<file path="src/rtl/core/spfa_pkg.sv">
// Shared constants and widths for the SPFA shortest path block.
package spfa_pkg;
   localparam int MAX_NODES   = 64;
   localparam int MAX_EDGES   = 256;
   localparam int WEIGHT_BITS = 16;
   localparam int NODE_W      = $clog2(MAX_NODES);
   localparam int CNT_W       = $clog2(MAX_NODES) + 1;
   localparam int EIDX_W      = $clog2(MAX_EDGES);
   localparam int LINK_W      = EIDX_W + 1;
   localparam int DIST_W      = 32;
   localparam int CFG_W       = 7;
   localparam logic [LINK_W-1:0] LINK_NONE = LINK_W'(MAX_EDGES);
   localparam logic signed [DIST_W-1:0] INF_DIST = 32'sd999999999;
   localparam logic [0:0] REG_NODE_COUNT  = 1'd0;
   localparam logic [0:0] REG_SOURCE_NODE = 1'd1;
endpackage

</file>
<file path="src/rtl/core/spfa_relax.sv">
// Saturating candidate distance and improvement test for one edge.
module spfa_relax import spfa_pkg::*; (
   input  logic signed [DIST_W-1:0]      du,
   input  logic signed [WEIGHT_BITS-1:0] weight,
   input  logic signed [DIST_W-1:0]      dist_v,
   input  logic                          reached_v,
   output logic signed [DIST_W-1:0]      cand,
   output logic                          improve
);
   logic signed [DIST_W:0] sum;

   always_comb begin
      sum = $signed({du[DIST_W-1], du}) + (DIST_W+1)'(weight);
      if (sum[DIST_W] != sum[DIST_W-1]) begin
         cand = sum[DIST_W] ? {1'b1, {(DIST_W-1){1'b0}}} : {1'b0, {(DIST_W-1){1'b1}}};
      end else begin
         cand = sum[DIST_W-1:0];
      end
      improve = !reached_v || (cand < dist_v);
   end
endmodule

</file>
<file path="config.mk">
export PLATFORM = sky130hd
export DESIGN_NAME = spfa_relax
export DESIGN_NICKNAME = d
export VERILOG_FILES = /design/src/rtl/core/spfa_pkg.sv /design/src/rtl/core/spfa_relax.sv
export SDC_FILE = /design/constraint.sdc
export NUM_CORES = 1
export LEC_CHECK = 0
export CORE_ASPECT_RATIO = 0.8
export CORE_UTILIZATION = 39
export DETAILED_ROUTE_END_ITERATION = 10
export DONT_BUFFER_PORTS = 1
export GPL_ROUTABILITY_DRIVEN = 0
export GPL_TIMING_DRIVEN = 0
export PLACE_DENSITY_LB_ADDON = 0.12
export SYNTH_ARGS = -nofsm -noshare
export SYNTH_HDL_FRONTEND = slang
export SYNTH_SLANG_ARGS = --single-unit
</file>
<file path="constraint.sdc">
create_clock -name vclk -period 4.05
set_input_delay 0.2025 -clock vclk [all_inputs]
set_output_delay 0.2025 -clock vclk [all_outputs]
set_load 0.01 [all_outputs]
</file>
==> flow_metrics.tcl, run 1 <==
set metrics [dict create \
    seq_area_frac_synth_pct 0 \
    clock_power_share_pct 0 \
    first_global_vias 2554 \
    hold_path_startpoint "reached_v" \
    tightestPinTransition_ns 0.575 \
    layout.area.seq_sq_um 0 \
    synth.avg_cell_area_sq_um 7.28 \
    hold_slack_ns 0.616 \
    n_fill_cell 684 \
    final.clkbuf_count 0 \
    timing.final.hold_violations 0 \
    vdd_ir_drop_max_mv 0.128 \
    avgViaCountPerCell 5.83 \
    io_pins 114 \
    place_hpwl_mm 6.62 \
    report.final.slew_viol_count 0 \
    worst_path_most_repeated_cell "sky130_fd_sc_hd__buf_4" \
    grt_max_degree 18 \
    setup-violations-final 1 \
    routed_wl_mm 8.13 \
    critical_path_arrival_ns 4.34 \
    floorplan.initialDensity_pct 41.2 \
    syn_inst 368 \
    timing.max_slew.rel_slack_pct 61.3 \
    synth.distinct_cells 55 \
    top_cell_type_s_share_of_synthesized_area_pct 28.9 \
    worst-setup-path-type "in -> out" \
    combinationalPowerShare_pct 100.0 \
    postRouteAntennaNets 0 \
    placement.io_buffers 0 \
    setup_tns_ns -0.497 \
    ctsHoldBuffers 0 \
    post_drt_wl_per_cell_microns 17.3 \
    fp.dieArea_sq_mm 0.00721 \
    power.switching_fraction_pct 57.4 \
    chipWidth_microns 94.7 \
    timing.critical_path.from_type "input port" \
    diodes 0 \
    core.rowCount 26 \
    power.share.sequential_pct 0 \
    synth.area.top_cells "sky130_fd_sc_hd__ha_1, sky130_fd_sc_hd__a21oi_1, sky130_fd_sc_hd__a21o_1" \
    drc_errors 0 \
    internal-power_uw 396 \
    yosys.area.top_type "sky130_fd_sc_hd__ha_1" \
    grt_first_pass_wirelength_mm 12.7 \
    power-per-cell-area_mw_per_mm2 281 \
    final_critical_path_setup_slack_ns -0.497 \
    final_cells 471 \
    die_y_microns 76.1 \
    p_leak_uw 0.00153 \
    syn_nets 512 \
    switchingPower_uw 534 \
    critical_path.cell_chain "ha_4 -> inv_2 -> fa_2 -> and2b_2 -> o2111ai_4 -> a31oi_2 -> a21o_2 -> a31oi_4 -> o41ai_4 -> buf_6 -> nand2_8 -> buf_12 -> buf_4 -> o21ai_4 -> ha_1 -> or2_2 -> a21oi_1 -> a21oi_2 -> o41ai_2 -> buf_4 -> nor2_1 -> nand2_1 -> a211o_1" \
    globalRouteOverflowTotal 0 \
    fraction_of_layout_cells_with_a_size_suffix_above_1_pct 21.2 \
    core-area_sq_mm 0.00651 \
    sequential_cell_total 0 \
    critical_path.slowest_cell "sky130_fd_sc_hd__o41ai_2" \
    holdCritPathClass "in -> out" \
    fmax_mhz 220 \
    final_core_util_pct 50.8 \
    synthesis.area_sq_mm 0.00268 \
    worstPathRequired_ns 3.85 \
    final_min_period_over_clock_period_pct 112 \
    cp-startpoint "weight[0]" \
    finalWorstPathRequiredPeriod_ns 4.55 \
    routed-via-count 2748 \
    synthToLayoutAreaGrowth_pct 23.4 \
    antenna_violations_before_repair 0 \
    grt.total_usage_pct 21.7 \
    placement.setup.worst_slack_ns -0.951 \
    area_occupied_by_multi_input_gates_sq_mm 0.00281 \
    drt-initial-drc-count 69 \
    violations "setup timing" \
    endpoint_kind "output pin" \
    run_status "complete, but fails checks" \
    timing.critical_path.slowest_cell_delay_ns 0.41 \
    dp_cells 452 \
    drt_pre_antenna_iters 4 \
    setup_repair_after_global_routing_missed_its_margin "true" \
    synth-warning-count 0 \
    final_net_count 533 \
    critical_path.max_fanout 8 \
    number_of_violations_of_the_max_capacitance_limit 0 \
]
==> stage by stage <==
stage,power (uW),area (sq um)
global route,1030,3310
detailed placement,783,2920
finish,931,3310
global placement,776,2920
CTS,898,3230
floorplan,630,2810
==> synthesized netlist by cell type, drive strengths merged, types with 4 or more instances <==
library cell  instances
o21ai                39
a21oi                46
a211oi                5
buf                   6
xor2                 13
a31oi                 6
maj3                  6
ha                   62
nand4                 5
inv                  38
o21a                  4
nor2                 14
o41ai                 4
nand2                22
nand2b                8
o211ai                4
xnor2                14
nor2b                 4
nand3                 5
a21o                 25
nor3                  5
==> layout make-up <==
class	instances	share of cell area [%]
Inverter	38	4.31
Timing Repair Buffer	19	5.18
Buffer	6	2.50
Tap cell	84	3.18
Multi-Input combinational cell	324	84.8
==> kinds of logic (layout without fill, tap and decap cells) <==
logic type               after synthesis  after routing  share of synthesized area [%]
XOR/XNOR                              27             27                           8.82
adder cells (fa/ha/maj)               69             69                           32.0
buffers and inverters                 44             63                           6.54
AND/OR/NAND/NOR                       77             77                           15.5
AO/OA/AOI/OAI                        151            151                           37.1
==> per-layer routing <==
layer | wire length, microns | track usage [%] | up-vias
li1 | - | - | 1428
met1 | 4050 | 32.9 | 1221
met2 | 3360 | 33.3 | 97
met3 | 700 | 3.59 | 2
met4 | 18 | 0.455 | 0
met5 | 0 | 0 | -
==> power by group through the flow <==
stage / Combinational (uW) / Clock [uW] / Sequential, uW
2_1_floorplan: 630 / 0 / 0
3_3_place_gp: 776 / 0 / 0
3_5_place_dp: 783 / 0 / 0
4_1_cts: 898 / 0 / 0
5_1_grt: 1030 / 0 / 0
6_report: 931 / 0 / 0
==> critical path, delay by kind of cell <==
kind / cells / cell delay, ns
AOI/OAI and AO/OA: 10 / 1.95
adders and majority gates: 3 / 0.71
buffers and inverters: 5 / 0.70
and+or+nand+nor: 5 / 0.76
==> repair_timing <==
| action | CTS | global route |
|---|---|---|
| gates resized for setup | 31 | 14 |
| pin swaps | 22 | 11 |
| setup buffers | 17 | 2 |
| endpoints found under the setup margin | 1 | 1 |
==> worst paths after layout <==
check	to	slack [ns]	cells past startpoint
worst max-delay path	improve	-0.50	23
worst min-delay path	improve	0.62	2
==> layout by cell type (no fill, tap or decap), types with 3 or more instances in the layout <==
| cell | n |
|---|---|
| sky130_fd_sc_hd__nor2_1 | 13 |
| sky130_fd_sc_hd__a211oi_2 | 3 |
| sky130_fd_sc_hd__and3_1 | 3 |
| sky130_fd_sc_hd__nand3_1 | 5 |
| sky130_fd_sc_hd__nor2b_1 | 4 |
| sky130_fd_sc_hd__a21oi_4 | 3 |
| sky130_fd_sc_hd__o211ai_1 | 3 |
| sky130_fd_sc_hd__a21o_1 | 24 |
| sky130_fd_sc_hd__o21a_1 | 4 |
| sky130_fd_sc_hd__o21ai_0 | 22 |
| sky130_fd_sc_hd__o21ai_2 | 4 |
| sky130_fd_sc_hd__nor3_1 | 4 |
| sky130_fd_sc_hd__xnor2_1 | 14 |
| sky130_fd_sc_hd__a21oi_1 | 31 |
| sky130_fd_sc_hd__o21ai_1 | 11 |
| sky130_fd_sc_hd__maj3_2 | 4 |
| sky130_fd_sc_hd__inv_1 | 37 |
| sky130_fd_sc_hd__nand2b_1 | 8 |
| sky130_fd_sc_hd__a31oi_1 | 3 |
| sky130_fd_sc_hd__xor2_1 | 13 |
| sky130_fd_sc_hd__buf_6 | 3 |
| sky130_fd_sc_hd__ha_4 | 6 |
| sky130_fd_sc_hd__buf_12 | 4 |
| sky130_fd_sc_hd__nand4_1 | 5 |
| sky130_fd_sc_hd__nand2_1 | 21 |
| sky130_fd_sc_hd__buf_4 | 16 |
| sky130_fd_sc_hd__a21oi_2 | 12 |
| sky130_fd_sc_hd__ha_1 | 56 |
(Power assumes the default switching activity.)
==> run 2, diff against run 1 <==
--- a/config.mk
+++ b/config.mk
@@ -11,7 +11,8 @@
 export DONT_BUFFER_PORTS = 1
 export GPL_ROUTABILITY_DRIVEN = 0
 export GPL_TIMING_DRIVEN = 0
-export PLACE_DENSITY_LB_ADDON = 0.12
+export PLACE_DENSITY_LB_ADDON = 0.1
+export RECOVER_POWER = 25
 export SYNTH_ARGS = -nofsm -noshare
 export SYNTH_HDL_FRONTEND = slang
 export SYNTH_SLANG_ARGS = --single-unit
==> flow_metrics.tcl, run 2 (synthesis gave the netlist of run 1 again) <==
set metrics [dict create \
    antenna_violations_before_repair 0 \
    timing.max_slew.rel_slack_pct 60.2 \
    critical_path.slowest_cell "sky130_fd_sc_hd__o41ai_4" \
    critical_path.cell_chain "ha_4 -> inv_2 -> fa_2 -> and2b_1 -> o2111ai_2 -> a31oi_2 -> a21o_2 -> a31oi_4 -> o41ai_4 -> buf_6 -> nor2_4 -> buf_12 -> o21ai_4 -> ha_4 -> a21o_1 -> a21o_1 -> a21oi_2 -> nor2_1 -> a211oi_2 -> inv_1 -> maj3_2 -> a211oi_2 -> a211o_1" \
    worstPathRequired_ns 3.85 \
    met2_usage_pct 33.4 \
    holdCritPathClass "in -> out" \
    setup-violations-final 1 \
    layout.cells.most_common "sky130_fd_sc_hd__ha_1" \
    grt.busiest_layer "met1" \
    post-route-cell-area_sq_mm 0.00341 \
    core.rowCount 26 \
    final_critical_path_setup_slack_ns -0.492 \
    die_y_microns 76.1 \
    timing.final.hold_violations 0 \
    commonest_non_fill_non_tap_cells_in_the_layout "sky130_fd_sc_hd__ha_1, sky130_fd_sc_hd__inv_1, sky130_fd_sc_hd__a21oi_1" \
    routed-via-count 2764 \
    postRouteAntennaNets 0 \
    run_status "complete, but fails checks" \
    n_fill_cell 658 \
    power-per-cell-area_mw_per_mm2 287 \
    synthToLayoutAreaGrowth_pct 27.2 \
    fraction_of_layout_cells_with_a_size_suffix_above_1_pct 22.6 \
    fp.dieArea_sq_mm 0.00721 \
    number_of_violations_of_the_max_capacitance_limit 0 \
    grt_use_met1_pct 33.7 \
    layout.area.seq_sq_um 0 \
    finalWorstPathRequiredPeriod_ns 4.54 \
    chipWidth_microns 94.7 \
    vdd_ir_drop_max_mv 0.127 \
    routed_wl_mm 8.24 \
    diodes 0 \
    drt-initial-drc-count 70 \
    core-area_sq_mm 0.00651 \
    dp_cells 452 \
    io_pins 114 \
    drt_pre_antenna_iters 4 \
    worst-path-buf-inv 4 \
    avgViaCountPerCell 5.79 \
    floorplan.initialDensity_pct 41.2 \
    globalRouteOverflowTotal 0 \
    endpoint_kind "output pin" \
    final_min_period_over_clock_period_pct 112 \
    tightestPinTransition_ns 0.591 \
    fmax_mhz 220 \
    final_net_count 539 \
    worst-setup-path-type "in -> out" \
    sequential_cell_total 0 \
    timing.critical_path.slowest_cell_delay_ns 0.35 \
    final_cells 477 \
    grt_first_pass_wirelength_mm 12.8 \
    final.clkbuf_count 0 \
    first_global_vias 2624 \
    report.final.slew_viol_count 0 \
    area_of_placed_instances_sq_mm 0.00292 \
    grt.total_usage_pct 21.8 \
    critical_path.max_fanout 6 \
    global_route.usage.met3_pct 3.19 \
    place_hpwl_mm 6.58 \
    violations "setup timing" \
    post_drt_wl_per_cell_microns 17.3 \
    placement.io_buffers 0 \
    critical_path_arrival_ns 4.34 \
    drc_errors 0 \
    setup_repair_after_global_routing_missed_its_margin "true" \
    ctsHoldBuffers 0 \
    p_leak_uw 0.00157 \
    grt_max_degree 18 \
    timing.critical_path.from_type "input port" \
    crit_family "compound AO/OA/AOI/OAI gates" \
]
==> run 2: what timing repair did <==
action                     in CTS  in global routing
resized for setup              34                 15
setup buffers                  17                  7
cloned                          1                  0
pin swaps                      13                 17
setup endpoints to repair       1                  1
==> run 2: layer usage <==
| layer | share of wire, % | vias to the layer above |
|---|---|---|
| li1 | - | 1436 |
| met1 | 51 | 1229 |
| met2 | 42 | 99 |
| met3 | 7.0 | 0 |
| met4 | 0 | 0 |
| met5 | 0 | - |
==> run 2: per-stage QoR <==
| stage | power, uW | util [%] | hold WS, ns | worst slack (ns) | TNS [ns] |
|---|---|---|---|---|---|
| floorplan | 630 | - | 0.577 | -0.174 | -0.174 |
| finish | 979 | 52.4 | 0.614 | -0.492 | -0.492 |
| global placement | 776 | 44.8 | 0.612 | -0.879 | -0.879 |
| detailed placement | 779 | 44.8 | 0.615 | -0.859 | -0.859 |
| global route | 1070 | 52.4 | 0.629 | -0.706 | -0.706 |
| CTS | 917 | 50.1 | 0.616 | -0.472 | -0.472 |
==> run 2: power breakdown <==
part           internal [uW]  switching (uW)
clock network              0               0
logic                    428             551
registers                  0               0
==> run 2: path summary, 6_finish.rpt <==
kind              startpoint      end  slack (ns)  cells after the start
hold / removal     reached_v  improve        0.61                      2
setup / recovery       du[0]  improve       -0.49                     23
==> run 2: cell type report <==
type	count	area (sq um)	area share [%]
Timing Repair Buffer	25	238	6.98
Inverter	38	143	4.19
Tap cell	84	105	3.08
Multi-Input combinational cell	324	2840	83.2
Buffer	6	86.3	2.53
==> run 3, diff against run 2 <==
==> constraint.sdc (replaced) <==
create_clock -name vclk -period 5.15
set_input_delay 0.515 -clock vclk [all_inputs]
set_output_delay 0.515 -clock vclk [all_outputs]
set_load 0.1 [all_outputs]
==> flow_metrics.tcl, run 3 (synthesis gave the netlist of run 1 again) <==
set metrics [dict create \
    routed_wl_mm 8.30 \
    final_min_period_over_clock_period_pct 113 \
    grt_first_pass_wirelength_mm 13.4 \
    worstPathRequired_ns 4.64 \
    commonest_non_fill_non_tap_cells_in_the_layout "sky130_fd_sc_hd__ha_1, sky130_fd_sc_hd__inv_1, sky130_fd_sc_hd__buf_4" \
    vdd_ir_drop_max_mv 0.337 \
    grt_max_degree 18 \
    endpoint_kind "output pin" \
    tightestPinTransition_ns 1.13 \
    layout.cells.most_common "sky130_fd_sc_hd__ha_1" \
    finalWorstPathRequiredPeriod_ns 5.80 \
    fp.dieArea_sq_mm 0.00721 \
    post_drt_wl_per_cell_microns 17.1 \
    critical_path.cell_chain "ha_4 -> inv_2 -> fa_2 -> and2b_1 -> o2111ai_2 -> a31oi_2 -> a21o_2 -> a31oi_4 -> o41ai_4 -> buf_6 -> buf_12 -> nand2_8 -> buf_4 -> a21oi_4 -> ha_4 -> nor2b_1 -> o21a_1 -> o21ai_1 -> nand3_1 -> a31oi_1 -> o21bai_1 -> a211oi_2 -> a211o_4" \
    worst-setup-path-type "in -> out" \
    grt.total_usage_pct 22.7 \
    switchingPower_uw 1010 \
    chipWidth_microns 94.7 \
    antenna_violations_before_repair 0 \
    sequential_cell_total 0 \
    p_leak_uw 0.00164 \
    critical_path.slowest_cell "sky130_fd_sc_hd__a21oi_4" \
    timing.critical_path.from_type "input port" \
    area_occupied_by_multi_input_gates_sq_mm 0.00303 \
    postRouteAntennaNets 0 \
    globalRouteOverflowTotal 0 \
    synthToLayoutAreaGrowth_pct 35.8 \
    report.final.slew_viol_count 0 \
    drt_pre_antenna_iters 4 \
    worst-path-buf-inv 4 \
    drt-initial-drc-count 67 \
    violations "setup timing" \
    timing.critical_path.slowest_cell_delay_ns 0.62 \
    first_global_vias 2747 \
    ctsHoldBuffers 0 \
    core.rowCount 26 \
    fraction_of_layout_cells_with_a_size_suffix_above_1_pct 27.9 \
    timing.max_slew.rel_slack_pct 24.5 \
    final_critical_path_setup_slack_ns -0.653 \
    holdCritPathClass "in -> out" \
    die_y_microns 76.1 \
    worst-path-stages 23 \
    cp-startpoint "weight[0]" \
    worst_path_most_repeated_cell "sky130_fd_sc_hd__ha_4" \
    n_fill_cell 647 \
    final_cells 485 \
    clock_power_share_pct 0 \
    internal-power_uw 390 \
    combinationalPowerShare_pct 100.0 \
    power.share.sequential_pct 0 \
    routed-via-count 2803 \
    setup_repair_after_global_routing_missed_its_margin "true" \
    critical_path.max_fanout 6 \
    setup-violations-final 1 \
    floorplan.initialDensity_pct 41.2 \
    final_core_util_pct 55.9 \
    timing.final.hold_violations 0 \
    power.switching_fraction_pct 72.2 \
    final_net_count 547 \
    run_status "complete, but fails checks" \
    number_of_violations_of_the_max_capacitance_limit 0 \
    final.clkbuf_count 0 \
    io_pins 114 \
    power-per-cell-area_mw_per_mm2 385 \
    core-area_sq_mm 0.00651 \
    placement.io_buffers 0 \
    critical_path_arrival_ns 5.29 \
    setup.worst_path.end "improve" \
    drc_errors 0 \
    fmax_mhz 172 \
    diodes 0 \
    dp_cells 452 \
    avgViaCountPerCell 5.78 \
    layout.area.seq_sq_um 0 \
    place_hpwl_mm 6.73 \
    crit_family "compound AO/OA/AOI/OAI gates" \
]
[run 3: cell count changes in the layout (fill, tap and decap cells not counted), sizes merged]
cell,change
bufbuf,-1
buf,+9
[run 3: worst min path at each step]
stage,start,endpoint,slack (ns),depth (start not counted)
2_1_floorplan,reached_v,improve,1.36,2
3_3_place_gp,reached_v,improve,1.38,2
3_5_place_dp,reached_v,improve,1.38,2
4_1_cts,reached_v,improve,1.38,2
5_1_grt,reached_v,improve,1.40,2
6_report,reached_v,improve,1.40,2
[run 3: final cells by class]
type,count,area share (%)
tap,84,2.89
buffer,6,2.17
multi-input combinational,324,83.3
timing repair buffer,33,7.70
inverter,38,3.92
[run 3: what timing repair did]
item,CTS,global route
pin swaps,31,26
setup buffers,31,1
setup endpoints to repair,1,1
endpoints found under the hold margin,0,0
resized for setup,24,13
cloned,1,0
[run 3: metal layers]
layer | vias to the layer above | track usage, % | part of all wire, %
met3 | 4 | 2.50 | 5.2
met4 | 0 | 1.36 | 0.67
li1 | 1453 | - | -
met2 | 85 | 34.3 | 41
met5 | - | 0 | 0
met1 | 1261 | 35.2 | 53
[run 3: per-stage QoR]
stage               hold WS [ns]  total power [uW]  setup TNS, ns  setup WS [ns]  area (sq um)
floorplan                   1.36              1130         -0.443         -0.443          3090
global placement            1.38              1250          -1.14          -1.14          3190
detailed placement          1.38              1260          -1.17          -1.17          3190
CTS                         1.38              1370         -0.593         -0.593          3580
global route                1.40              1480         -0.797         -0.797          3640
finish                      1.40              1400         -0.653         -0.653          3640
[run 3: power by group through the flow]
stage               clock, uW  combinational, uW  sequential, uW
global placement            0               1250               0
global route                0               1480               0
detailed placement          0               1260               0
finish                      0               1400               0
floorplan                   0               1130               0
CTS                         0               1370               0
